`config.mk`:
```
export PLATFORM = sky130hd
export DESIGN_NAME = earliest_free_server_assigner_top_flat
export DESIGN_NICKNAME = d
export VERILOG_FILES = /design/src/hdl/efsa_pkg.sv /design/src/hdl/efsa_in_if.sv /design/src/hdl/efsa_out_if.sv /design/src/hdl/efsa_cfg_if.sv /design/src/hdl/efsa_datapath.sv /design/src/hdl/efsa_ctrl.sv /design/src/hdl/earliest_free_server_assigner_top.sv /design/src/flat_wrapper.sv
export VERILOG_INCLUDE_DIRS = /design/src /design/src/hdl
export SDC_FILE = /design/constraint.sdc
export NUM_CORES = 2
export LEC_CHECK = 0
export BUFFER_PORTS_ARGS = -buffer_cell sky130_fd_sc_hd__clkbuf_2
export CAP_MARGIN = 20
export CORE_MARGIN = 2
export CORE_UTILIZATION = 50
export DETAILED_ROUTE_END_ITERATION = 16
export PLACE_DENSITY = 0.66
export SKIP_LAST_GASP = 1
export SLEW_MARGIN = 20
export SYNTH_ARGS = -nofsm -noshare
export SYNTH_HDL_FRONTEND = slang
export SYNTH_SLANG_ARGS = --single-unit
export TNS_END_PERCENT = 100
```
`constraint.sdc`:
```
create_clock -name clk -period 5.9 [get_ports clk]
set_input_delay 0.295 -clock clk [delete_from_list [all_inputs] [get_ports clk]]
set_output_delay 0.295 -clock clk [all_outputs]
set_load 0.005 [all_outputs]
```
`src/hdl/earliest_free_server_assigner_top_assert.svh`:
```
// assertion macros for the earliest free server assigner rtl
`ifndef EARLIEST_FREE_SERVER_ASSIGNER_TOP_ASSERT_SVH
`define EARLIEST_FREE_SERVER_ASSIGNER_TOP_ASSERT_SVH
`ifndef SYNTHESIS
// same-cycle implication
`define EFSA_ASSERT_IMP(lbl, ck, rn, ante, cons) \
  lbl: assert property (@(posedge ck) disable iff (!rn) (ante) |-> (cons)) \
    else $error("efsa assertion failed");
// next-cycle implication
`define EFSA_ASSERT_NXT(lbl, ck, rn, ante, cons) \
  lbl: assert property (@(posedge ck) disable iff (!rn) (ante) |=> (cons)) \
    else $error("efsa assertion failed");
`else
`define EFSA_ASSERT_IMP(lbl, ck, rn, ante, cons)
`define EFSA_ASSERT_NXT(lbl, ck, rn, ante, cons)
`endif
`endif

```
`src/hdl/efsa_pkg.sv`:
```
// shared constants and control types for the earliest free server assigner
package efsa_pkg;

  localparam int SERVERS = 16;
  localparam int IDX_W   = (SERVERS > 1) ? $clog2(SERVERS) : 1;
  localparam int CNT_W   = $clog2(SERVERS + 1);

  localparam int DUR_W = 16;
  localparam int JOB_W = 20;
  localparam int SUM_W = 40;
  localparam int SRV_W = 4;
  localparam int CFG_W = 5;

  localparam logic [JOB_W-1:0] JOB_MAX   = {JOB_W{1'b1}};
  localparam logic [SUM_W-1:0] SUM_MAX   = {SUM_W{1'b1}};
  localparam logic [CFG_W-1:0] CFG_RESET = CFG_W'(16);

  // input word operations
  localparam logic OP_ARRIVE = 1'b0;
  localparam logic OP_FLUSH  = 1'b1;

  // commands from controller to datapath
  typedef struct packed {
    logic start_arr;
    logic start_flush;
    logic step;
    logic commit;
    logic emit;
    logic clear;
  } cmd_t;

  // status from datapath to controller
  typedef struct packed {
    logic scan_last;
    logic need_out;
    logic any_best;
    logic can_load;
  } sts_t;

endpackage

```
`src/hdl/efsa_in_if.sv`:
```
// job input channel
interface efsa_in_if;
  import efsa_pkg::*;

  logic             valid;
  logic             ready;
  logic             op;
  logic [DUR_W-1:0] duration;

  modport source (output valid, output op, output duration, input ready);
  modport sink   (input valid, input op, input duration, output ready);
endinterface

```
`src/hdl/efsa_out_if.sv`:
```
// departing job result channel
interface efsa_out_if;
  import efsa_pkg::*;

  logic             valid;
  logic             ready;
  logic [JOB_W-1:0] job_number;
  logic [SRV_W-1:0] server_index;
  logic [SUM_W-1:0] total_duration;
  logic             last;

  modport source (output valid, output job_number, output server_index,
                  output total_duration, output last, input ready);
  modport sink   (input valid, input job_number, input server_index,
                  input total_duration, input last, output ready);
endinterface

```
`src/hdl/efsa_cfg_if.sv`:
```
// configuration write channel for the active server count
interface efsa_cfg_if;
  import efsa_pkg::*;

  logic             valid;
  logic             ready;
  logic [CFG_W-1:0] data;

  modport source (output valid, output data, input ready);
  modport sink   (input valid, input data, output ready);
endinterface

```
`src/hdl/efsa_datapath.sv`:
```
// server table, scan unit, counters and output register
module efsa_datapath (
  input  logic                        clk,
  input  logic                        rst_n,
  input  efsa_pkg::cmd_t              cmd,
  output efsa_pkg::sts_t              sts,
  input  logic                        cfg_we,
  input  logic [efsa_pkg::CFG_W-1:0]  cfg_data,
  input  logic [efsa_pkg::DUR_W-1:0]  in_duration,
  input  logic                        out_ready,
  output logic                        out_valid,
  output logic [efsa_pkg::JOB_W-1:0]  out_job_number,
  output logic [efsa_pkg::SRV_W-1:0]  out_server_index,
  output logic [efsa_pkg::SUM_W-1:0]  out_total_duration,
  output logic                        out_last
);
  import efsa_pkg::*;

  logic [DUR_W-1:0]   rt_r  [SERVERS];
  logic [JOB_W-1:0]   own_r [SERVERS];
  logic [SERVERS-1:0] occ_r;

  logic [CFG_W-1:0] cfg_r;
  logic [JOB_W-1:0] next_job_r, next_job_nxt;
  logic [SUM_W-1:0] sum_r, sum_nxt;
  logic [DUR_W-1:0] dur_r;
  logic [JOB_W-1:0] job_r;

  logic [CNT_W-1:0] idx_r;
  logic [IDX_W-1:0] best_idx_r, empty_idx_r;
  logic [DUR_W-1:0] best_val_r;
  logic             best_vld_r, empty_vld_r, flush_r;

  logic             out_valid_r, out_valid_nxt;
  logic [JOB_W-1:0] out_job_r;
  logic [SRV_W-1:0] out_srv_r;
  logic [SUM_W-1:0] out_sum_r;
  logic             out_last_r;

  logic [7:0]       cfg_ext;
  logic [CNT_W-1:0] n_act, limit;
  logic [IDX_W-1:0] cur;
  logic [DUR_W-1:0] cur_rt;
  logic             cur_occ, take, can_load, load_arr, load_flush;
  logic [SUM_W:0]   sum_wide;

  // clamp the configured count into 1..SERVERS
  always_comb begin
    cfg_ext = 8'(cfg_r);
    if (cfg_ext == 8'd0) begin
      n_act = CNT_W'(1);
    end else if (cfg_ext > 8'(SERVERS)) begin
      n_act = CNT_W'(SERVERS);
    end else begin
      n_act = CNT_W'(cfg_ext);
    end
  end

  assign limit   = flush_r ? CNT_W'(SERVERS) : n_act;
  assign cur     = idx_r[IDX_W-1:0];
  assign cur_rt  = rt_r[cur];
  assign cur_occ = occ_r[cur];
  // a flush only ranks held jobs
  assign take    = flush_r ? cur_occ : 1'b1;

  assign can_load   = !out_valid_r || out_ready;
  assign load_arr   = cmd.commit && !empty_vld_r;
  assign load_flush = cmd.emit;

  assign sts.scan_last = (idx_r == limit - CNT_W'(1));
  assign sts.need_out  = !empty_vld_r;
  assign sts.any_best  = best_vld_r;
  assign sts.can_load  = can_load;

  assign sum_wide     = {1'b0, sum_r} + (SUM_W + 1)'(in_duration);
  assign sum_nxt      = sum_wide[SUM_W] ? SUM_MAX : sum_wide[SUM_W-1:0];
  assign next_job_nxt = (next_job_r == JOB_MAX) ? JOB_W'(1) : next_job_r + JOB_W'(1);

  // control and server state
  always_ff @(posedge clk) begin
    if (!rst_n) begin
      cfg_r       <= CFG_RESET;
      occ_r       <= '0;
      next_job_r  <= JOB_W'(1);
      sum_r       <= '0;
      idx_r       <= '0;
      best_vld_r  <= 1'b0;
      empty_vld_r <= 1'b0;
      flush_r     <= 1'b0;
      for (int k = 0; k < SERVERS; k++) begin
        rt_r[k] <= '0;
      end
    end else begin
      if (cfg_we) begin
        cfg_r <= cfg_data;
      end
      if (cmd.start_arr) begin
        next_job_r <= next_job_nxt;
        sum_r      <= sum_nxt;
      end
      if (cmd.start_arr || cmd.start_flush || cmd.emit) begin
        idx_r       <= '0;
        best_vld_r  <= 1'b0;
        empty_vld_r <= 1'b0;
      end
      if (cmd.start_arr || cmd.start_flush) begin
        flush_r <= cmd.start_flush;
      end
      if (cmd.step) begin
        idx_r <= idx_r + CNT_W'(1);
        if (!flush_r && !cur_occ && !empty_vld_r) begin
          empty_vld_r <= 1'b1;
        end
        if (take && (!best_vld_r || cur_rt < best_val_r)) begin
          best_vld_r <= 1'b1;
        end
      end
      if (cmd.commit) begin
        if (empty_vld_r) begin
          occ_r[empty_idx_r] <= 1'b1;
          rt_r[empty_idx_r]  <= dur_r;
        end else begin
          for (int k = 0; k < SERVERS; k++) begin
            if (IDX_W'(k) == best_idx_r) begin
              rt_r[k] <= dur_r;
            end else if (CNT_W'(k) < n_act) begin
              rt_r[k] <= rt_r[k] - best_val_r;
            end
          end
        end
      end
      if (cmd.emit) begin
        occ_r[best_idx_r] <= 1'b0;
      end
      if (cmd.clear) begin
        occ_r      <= '0;
        next_job_r <= JOB_W'(1);
        sum_r      <= '0;
        for (int k = 0; k < SERVERS; k++) begin
          rt_r[k] <= '0;
        end
      end
    end
  end

  // payload registers, no reset
  always_ff @(posedge clk) begin
    if (cmd.start_arr) begin
      dur_r <= in_duration;
      job_r <= next_job_r;
    end
    if (cmd.step) begin
      if (!flush_r && !cur_occ && !empty_vld_r) begin
        empty_idx_r <= cur;
      end
      if (take && (!best_vld_r || cur_rt < best_val_r)) begin
        best_idx_r <= cur;
        best_val_r <= cur_rt;
      end
    end
    if (cmd.commit) begin
      if (empty_vld_r) begin
        own_r[empty_idx_r] <= job_r;
      end else begin
        own_r[best_idx_r] <= job_r;
      end
    end
    if (load_arr || load_flush) begin
      out_job_r <= own_r[best_idx_r];
      out_srv_r <= SRV_W'(best_idx_r);
      out_sum_r <= sum_r;
      // last word of a flush: nothing held besides the one leaving
      out_last_r <= load_flush &&
                    ((occ_r & ~(SERVERS'(1) << best_idx_r)) == '0);
    end
  end

  always_comb begin
    if (load_arr || load_flush) begin
      out_valid_nxt = 1'b1;
    end else if (out_ready) begin
      out_valid_nxt = 1'b0;
    end else begin
      out_valid_nxt = out_valid_r;
    end
  end

  always_ff @(posedge clk) begin
    if (!rst_n) begin
      out_valid_r <= 1'b0;
    end else begin
      out_valid_r <= out_valid_nxt;
    end
  end

  assign out_valid          = out_valid_r;
  assign out_job_number     = out_job_r;
  assign out_server_index   = out_srv_r;
  assign out_total_duration = out_sum_r;
  assign out_last           = out_last_r;

endmodule

```
`src/hdl/efsa_ctrl.sv`:
```
// sequencing state machine for arrivals and flushes
`include "earliest_free_server_assigner_top_assert.svh"

module efsa_ctrl (
  input  logic           clk,
  input  logic           rst_n,
  input  logic           in_valid,
  input  logic           in_op,
  output logic           in_ready,
  input  efsa_pkg::sts_t sts,
  output efsa_pkg::cmd_t cmd
);
  import efsa_pkg::*;

  localparam logic [2:0] S_IDLE  = 3'd0;
  localparam logic [2:0] S_ASCAN = 3'd1;
  localparam logic [2:0] S_APPLY = 3'd2;
  localparam logic [2:0] S_FSCAN = 3'd3;
  localparam logic [2:0] S_FEMIT = 3'd4;

  logic [2:0] state_r, state_nxt;

  always_comb begin
    state_nxt = state_r;
    cmd       = '0;
    in_ready  = 1'b0;
    case (state_r)
      S_IDLE: begin
        in_ready = 1'b1;
        if (in_valid) begin
          if (in_op == OP_FLUSH) begin
            cmd.start_flush = 1'b1;
            state_nxt       = S_FSCAN;
          end else begin
            cmd.start_arr = 1'b1;
            state_nxt     = S_ASCAN;
          end
        end
      end
      S_ASCAN: begin
        cmd.step = 1'b1;
        if (sts.scan_last) begin
          state_nxt = S_APPLY;
        end
      end
      S_APPLY: begin
        // a departing job needs room in the output register
        if (!sts.need_out || sts.can_load) begin
          cmd.commit = 1'b1;
          state_nxt  = S_IDLE;
        end
      end
      S_FSCAN: begin
        cmd.step = 1'b1;
        if (sts.scan_last) begin
          state_nxt = S_FEMIT;
        end
      end
      S_FEMIT: begin
        if (!sts.any_best) begin
          cmd.clear = 1'b1;
          state_nxt = S_IDLE;
        end else if (sts.can_load) begin
          cmd.emit  = 1'b1;
          state_nxt = S_FSCAN;
        end
      end
      default: begin
        state_nxt = S_IDLE;
      end
    endcase
  end

  always_ff @(posedge clk) begin
    if (!rst_n) begin
      state_r <= S_IDLE;
    end else begin
      state_r <= state_nxt;
    end
  end

  `EFSA_ASSERT_IMP(a_emit_room, clk, rst_n, cmd.emit, sts.can_load)
  `EFSA_ASSERT_IMP(a_commit_room, clk, rst_n, cmd.commit && sts.need_out, sts.can_load)
  `EFSA_ASSERT_NXT(a_accept_busy, clk, rst_n, rst_n && in_valid && in_ready, state_r != S_IDLE)
  `EFSA_ASSERT_IMP(a_one_cmd, clk, rst_n, 1'b1, $onehot0(cmd))

endmodule

```
`src/hdl/earliest_free_server_assigner_top.sv`:
```
// top level of the earliest free server assigner
//
//   channel  dir  width        carries
//   in_ch    in   1 + 16       op, duration
//   out_ch   out  20+4+40+1    job_number, server_index, total_duration, last
//   cfg_ch   in   5            servers_in_use
//
// an arrival scans n servers, n the active server count, one scan cycle per server, then commits
// a flush makes one full scan of the server table per departing word and a last
// scan that finds no job held
// no clearing pass after reset; the block takes words as soon as reset drops
// a full output register holds the controller in its commit or emit step
module earliest_free_server_assigner_top (
  input logic        clk,
  input logic        rst_n,
  efsa_in_if.sink    in_ch,
  efsa_out_if.source out_ch,
  efsa_cfg_if.sink   cfg_ch
);
  import efsa_pkg::*;

  cmd_t cmd;
  sts_t sts;

  assign cfg_ch.ready = 1'b1;

  efsa_ctrl u_ctrl (
    .clk      (clk),
    .rst_n    (rst_n),
    .in_valid (in_ch.valid),
    .in_op    (in_ch.op),
    .in_ready (in_ch.ready),
    .sts      (sts),
    .cmd      (cmd)
  );

  efsa_datapath u_datapath (
    .clk                (clk),
    .rst_n              (rst_n),
    .cmd                (cmd),
    .sts                (sts),
    .cfg_we             (cfg_ch.valid),
    .cfg_data           (cfg_ch.data),
    .in_duration        (in_ch.duration),
    .out_ready          (out_ch.ready),
    .out_valid          (out_ch.valid),
    .out_job_number     (out_ch.job_number),
    .out_server_index   (out_ch.server_index),
    .out_total_duration (out_ch.total_duration),
    .out_last           (out_ch.last)
  );

endmodule

```
`src/flat_wrapper.sv`:
```
// flat-port wrapper written by rule: the top's interface ports become plain ports
module earliest_free_server_assigner_top_flat import efsa_pkg::*;
  (clk, rst_n, in_ch_valid, in_ch_op, in_ch_duration, in_ch_ready, out_ch_valid, out_ch_job_number, out_ch_server_index, out_ch_total_duration, out_ch_last, out_ch_ready, cfg_ch_valid, cfg_ch_data, cfg_ch_ready);
  efsa_in_if in_ch_i ();
  efsa_out_if out_ch_i ();
  efsa_cfg_if cfg_ch_i ();
  input logic clk;
  input logic rst_n;
  input wire logic [$bits(in_ch_i.valid)-1:0] in_ch_valid;
  input wire logic [$bits(in_ch_i.op)-1:0] in_ch_op;
  input wire logic [$bits(in_ch_i.duration)-1:0] in_ch_duration;
  output wire logic [$bits(in_ch_i.ready)-1:0] in_ch_ready;
  output wire logic [$bits(out_ch_i.valid)-1:0] out_ch_valid;
  output wire logic [$bits(out_ch_i.job_number)-1:0] out_ch_job_number;
  output wire logic [$bits(out_ch_i.server_index)-1:0] out_ch_server_index;
  output wire logic [$bits(out_ch_i.total_duration)-1:0] out_ch_total_duration;
  output wire logic [$bits(out_ch_i.last)-1:0] out_ch_last;
  input wire logic [$bits(out_ch_i.ready)-1:0] out_ch_ready;
  input wire logic [$bits(cfg_ch_i.valid)-1:0] cfg_ch_valid;
  input wire logic [$bits(cfg_ch_i.data)-1:0] cfg_ch_data;
  output wire logic [$bits(cfg_ch_i.ready)-1:0] cfg_ch_ready;
  assign in_ch_i.valid = in_ch_valid;
  assign in_ch_i.op = in_ch_op;
  assign in_ch_i.duration = in_ch_duration;
  assign in_ch_ready = in_ch_i.ready;
  assign out_ch_valid = out_ch_i.valid;
  assign out_ch_job_number = out_ch_i.job_number;
  assign out_ch_server_index = out_ch_i.server_index;
  assign out_ch_total_duration = out_ch_i.total_duration;
  assign out_ch_last = out_ch_i.last;
  assign out_ch_i.ready = out_ch_ready;
  assign cfg_ch_i.valid = cfg_ch_valid;
  assign cfg_ch_i.data = cfg_ch_data;
  assign cfg_ch_ready = cfg_ch_i.ready;
  earliest_free_server_assigner_top u_core (.clk(clk), .rst_n(rst_n), .in_ch(in_ch_i), .out_ch(out_ch_i), .cfg_ch(cfg_ch_i));
endmodule
```
## Word-level counts from Yosys, hierarchy flattened

Memory sizes are Yosys's and may differ from the RTL's. A register that Yosys moved wholly into a read port is not among the register bits.
Cells that the tools add are included.

- Bits in registers: 198
- RAM bits: 576
- Input bits: 27
- Output and inout port bits: 68
- Word-level logic and storage cells: 465
- Memories kept: 2

- $add $sub $neg: 20
- Magnitude comparators: 23
- Equality and inequality tests: 26
- Shift operators: 1
- Muxes and demuxes: 290
- Bitwise logic cells: 54
- Reductions and logical operators: 31

Memory list:

| memory | depth | width | read ports | clocked after memory_dff | write ports | RTL line | RTL |
|---|---|---|---|---|---|---|---|
| u_core.u_datapath.own_r | 16 | 20 | 1 | 1 | 1 | efsa_datapath.sv:20 | `logic [JOB_W-1:0] own_r [SERVERS];` |
| u_core.u_datapath.rt_r | 16 | 16 | 17 | 1 | 16 | efsa_datapath.sv:19 | `logic [DUR_W-1:0] rt_r [SERVERS];` |

Operators with widths:

| operator | count |
|---|---|
| 16-bit 2-to-1 mux | 53 |
| 16-bit subtractor | 16 |
| 1-bit 2-to-1 mux | 211 |
| 1-bit OR | 48 |
| 40-bit by 16-bit adder with 41-bit output | 1 |
| 4-bit by 5-bit < comparator with 1-bit output, first input constant | 8 |
| 20-bit 2-to-1 mux | 2 |
| 40-bit 2-to-1 mux | 1 |
| 16-bit AND | 2 |
| 4-bit equality test, first input constant | 8 |
| 16-bit NOT | 2 |
| 5-bit 2-to-1 mux | 5 |
| 20-bit by 1-bit adder with 20-bit output, second input constant | 1 |
| 20-bit equality test, second input constant | 1 |
| 3-bit by 5-bit < comparator with 1-bit output, first input constant | 4 |
| 20-bit OR reduction | 1 |
| 3-bit 2-to-1 mux | 6 |
| 3-bit by 4-bit equality test with 1-bit output, first input constant | 4 |
| 16-bit zero test | 1 |
| 16-bit < comparator | 1 |
| 4-bit 2-to-1 mux | 4 |
| 16-bit OR | 1 |
| 16-bit OR reduction | 1 |
| 1-bit by 4-bit << shifter with 16-bit output, first input constant | 1 |
| 31 further kinds | 62 |

## Longest topological paths before layout

- Depth in word-level cells: 13
- Gate-level depth with buffers: 14
- Gate-level depth less buffers: 13

## Cells and area by module

From an unflattened synthesis, not the netlist that was laid out.

- Cells, all modules: 3852
- Area total of the unflattened synthesis: 45588.7 µm²

Modules (own cells, without submodules):

| module | times used | cells each | area an instance (µm²) | sequential area each (µm²) |
|---|---|---|---|---|
| efsa_datapath | 1 | 3815 | 45326.0 | 22932.0 |
| efsa_ctrl | 1 | 35 | 251.5 | 60.1 |
| earliest_free_server_assigner_top | 1 | 2 | 11.3 | 0.0 |

## Worst setup path before layout

No wires, ideal clock.

- Path type: reg-to-reg
- Start: reg with a tool-made name
- End: reg u_core.u_datapath.best_idx_r[0] (enable)
- Setup time: 0.393 ns
- Arrival time: 3.911 ns
- Required time: 5.507 ns
- Path slack: 1.597 ns
- Cell stages (with the launch flop): 11
- Buffers on the path: 2
- Clock period less this slack: 4.303 ns
- Cell sequence: dfxtp_1 buf_2 buf_1 mux4_2 mux4_2 ha_1 a21o_1 a21o_1 a21oi_1 o21ai_0 a2111oi_4

RTL lines:

| element | RTL line | RTL |
|---|---|---|
| end signal, assigned | efsa_datapath.sv:157 | `best_idx_r <= cur;` |
| end, declared | efsa_datapath.sv:30 | `logic [IDX_W-1:0] best_idx_r, empty_idx_r;` |

==> impl_metrics.csv <==
group,metric,value,unit
synth,yosys_warnings,0,
synth,ys_top_cells_by_area,"edfxtp_1 (47%), mux4_2 (9.3%), ha_1 (7.7%), dfxtp_1 (4.3%), o21ai_0 (3.1%)",
placed_design,post-place-ws,1.24,ns
synth,synthFlopType,"edfxtp_1",
critical_path,cp_max_fo,24,
synth,synth_edf_count,701,
placed_design,place.gp.congestion,0.934,
timing,setup-tns-final,0,ns
final_layout,area_delta_synth_final,11.6,%
synth,synthMuxAreaShare,0.0971,
placed_design,place_hpwl,83.8,mm
synth,synthCells,3676,
grt,grt_overflow,0,
pwr,leakagePower,18.2,nW
clock_tree,clk_pin_slew_worst_paths,0.06,ns
timing,relSlewSlack,0.263,
route,routed_wl,119,mm
synth,ys_seq_area_frac,0.515,
timing,grt_setup_unrepaired,"no",
pwr,p_int,12.4,mW
final_layout,nNetsFinal,4111,
die,initial_core_util,0.505,
die,die_x,303,um
final_layout,antenna-diode-count,0,
grt,grt_pass1_wl,183,mm
timing,worst-slew-pin-transition,1.10,ns
clock_tree,cts_buffer_depth,3,
timing,worst_slack,1.26,ns
pwr,power.density,364,mW/mm^2
clock_tree,htreeDepth,3,
pwr,p_switching,5.77,mW
synth,synthAdderAreaFrac,0.0843,
timing,finalClockSkew,0.0391,ns
route,first_pass_iters,13,
critical_path,worstPathArrival,4.96,ns
grt,track_usage,0.261,
route,viasPerCell,6.21,
synth,yosysTopAreaCell,"edfxtp_1",
clock_tree,numCtsBuffers,85,
clock_tree,clk_latency,0.67,ns
route,vias,31200,
timing,hold_viol_final,0,
run_status,status,"finished, violations left",
die,fp-row-count,109,
synth,yosysUniqueCellTypes,85,
die,dieHeight,303,um
synth,post-synth-top-count-cell,"edfxtp_1",
synth,synthesis.area,0.0447,sq mm
timing,fmax,216,MHz
synth,synth-simple-area-share,0.108,
die,die_area,0.0918,sq mm
timing,setup_viol,0,
synth,syn_avg_cell_area,12.2,sq um
flow_run,cap_violations,0,
clock_tree,cts_root_buf,"clkbuf_16",
clock_tree,cts_tree,"yes",
timing,period_needed,4.64,ns
synth,synth_compound_area_frac,0.126,
critical_path,cp-start-kind,"flip-flop",
route,ant_nets,0,
grt,grt_pass1_vias,30800,
timing,period_share,0.786,
final_layout,fill_cells,7105,
timing,slew_viol_final,0,
synth,async_reset_ff_frac,0,
route,wl_per_cell,23.6,um
route,drc,2,
pwr,vdd_ir_drop_max,0.217,mV
synth,ys_ff_latch,798,
pwr,sw_frac_of_total,0.318,
worst_hold_path,worstHoldPathType,"in2reg",
run_status,violations,"design-rule violations",
placed_design,port_buffers,93,
grt,antenna_found_initial,0,
die,core_area,0.0885,sq mm
critical_path,cp-end-kind,"flip-flop",
final_layout,drive_above_1_share,0.145,
timing,whs,0.0528,ns
critical_path,criticalPathCategory,"reg2reg",
clock_tree,clock-sinks,798,
pwr,power_frac_seq,0.392,
pwr,combPwrFrac,0.286,
critical_path,crit_required,6.23,ns
route,drt_iter0_drc,3105,
pwr,p_clk_frac,0.322,
clock_tree,postCtsSetupBuffers,0,
synth,synth_xor_area_frac,0.0488,
grt,grt_max_degree,60,
synth,yosysTopAreaCellShare,0.471,
die,boundaryPins,95,
worst_hold_path,holdCritStartpoint,"cfg_ch_valid",
synth,synth_common_cells,"edfxtp_1 (701), nand2_1 (321), o21ai_0 (281)",
synth,synthesis.nets,3994,
synth,synth_top_family_by_area,"compound AO/OA/AOI/OAI gates",
==> sequential cells by signal (all words and copies together), names as in the netlist, named ones only <==
signal,cells
u_core.u_datapath.empty_idx_r,4
u_core.u_datapath.out_total_duration,40
u_core.u_datapath.empty_vld_r,1
u_core.u_datapath.own_r,320
u_core.u_datapath.out_job_number,20
u_core.u_datapath.best_vld_r,1
u_core.u_datapath.next_job_r,20
u_core.u_datapath.idx_r,5
u_core.u_datapath.out_valid,1
u_core.u_datapath.sum_r,40
u_core.u_datapath.job_r,20
u_core.u_datapath.best_idx_r,4
u_core.u_datapath.rt_r,256
u_core.u_datapath.cfg_r,5
u_core.u_datapath.occ_r,16
u_core.u_datapath.out_server_index,4
u_core.u_ctrl.state_r,3
u_core.u_datapath.out_last,1
u_core.u_datapath.dur_r,16
u_core.u_datapath.best_val_r,16
u_core.u_datapath.flush_r,1
==> critical path, cell delays in order, from the launching register on <==
cell and delay [ns]:
dfxtp_4 0.71, buf_4 0.47, mux4_2 0.57, mux4_2 0.51
ha_1 0.32, a21o_1 0.17, a21o_1 0.17, a21oi_1 0.17
o21ai_0 0.14, a2111oi_4 0.75, buf_4 0.34
==> routing by layer <==
layer	global-route usage	part of all wire	up-vias
li1	-	-	14300
met1	0.380	0.44	15600
met2	0.418	0.47	1158
met3	0.0394	0.079	130
met4	0.0572	0.015	0
met5	0	0	-
==> area by class of cell <==
class / instances / area [sq um] / area share
clock inverters: 58 / 857 / 0.0172
flip-flops and latches: 798 / 23000 / 0.461
multi-input cells: 2645 / 20800 / 0.417
clock buffers: 99 / 2220 / 0.0445
inverters: 82 / 309 / 0.00620
repair buffers: 181 / 1210 / 0.0243
well taps: 1165 / 1460 / 0.0292
==> worst paths after layout <==
check / slack (ns) / depth (start not counted) / end
max: 1.26 / 10 / u_core.u_datapath.best_val_r[7]
min: 0.05 / 3 / u_core.u_datapath.cfg_r[1]
max reg2reg: 1.26 / 10 / u_core.u_datapath.best_val_r[7]
min reg2reg: 0.46 / 0 / u_core.u_datapath.out_total_duration[34]
==> power groups by stage <==
stage | clock network (mW) | registers (mW) | logic (mW)
after global placement | 0 | 7.22 | 5.04
after detailed placement | 0 | 7.22 | 5.11
after global routing | 6.13 | 7.17 | 5.74
after CTS | 5.90 | 7.11 | 5.17
final | 5.84 | 7.13 | 5.20
after floorplan | 0 | 6.96 | 4.03
==> timing repair <==
| action | in CTS | in global routing |
|---|---|---|
| endpoints found under the hold margin | 22 | 0 |
| endpoints found under the setup margin | 0 | 0 |
| hold buffers | 24 | 0 |
| resized for setup | 0 | 0 |
==> placed cells by master, fill, tap and decap left out, types with 95 or more instances in the layout <==
| cell | count |
|---|---|
| dfxtp_1 | 95 |
| mux4_2 | 185 |
| a21oi_1 | 202 |
| o21ai_0 | 281 |
| xor2_1 | 125 |
| nand3_1 | 111 |
| ha_1 | 274 |
| xnor2_1 | 124 |
| nand2_1 | 321 |
| edfxtp_1 | 701 |
| nor2_1 | 238 |
==> cell families (layout without fill, tap and decap cells) <==
family                   count (synthesis)  in the layout
adder cells (fa/ha/maj)                291            291
multiplexers                           202            202
buffers and inverters                  233            420
AND/OR/NAND/NOR                       1026           1026
XOR/XNOR                               249            249
flip-flops                             798            798
other                                    1              1
AO/OA/AOI/OAI                          876            876
==> per-stage QoR <==
| stage | area [sq um] | utilization | power [mW] | instances |
|---|---|---|---|---|
| after floorplan | 44700 | - | 11.0 | 3676 |
| after global placement | 46500 | 0.526 | 12.3 | 4847 |
| after detailed placement | 46500 | 0.526 | 12.3 | 4847 |
| after CTS | 49900 | 0.563 | 18.2 | 5028 |
| after global routing | 49900 | 0.563 | 19.0 | 5028 |
| final | 49900 | 0.563 | 18.2 | 5028 |
Power figures use the tool's default switching activity.
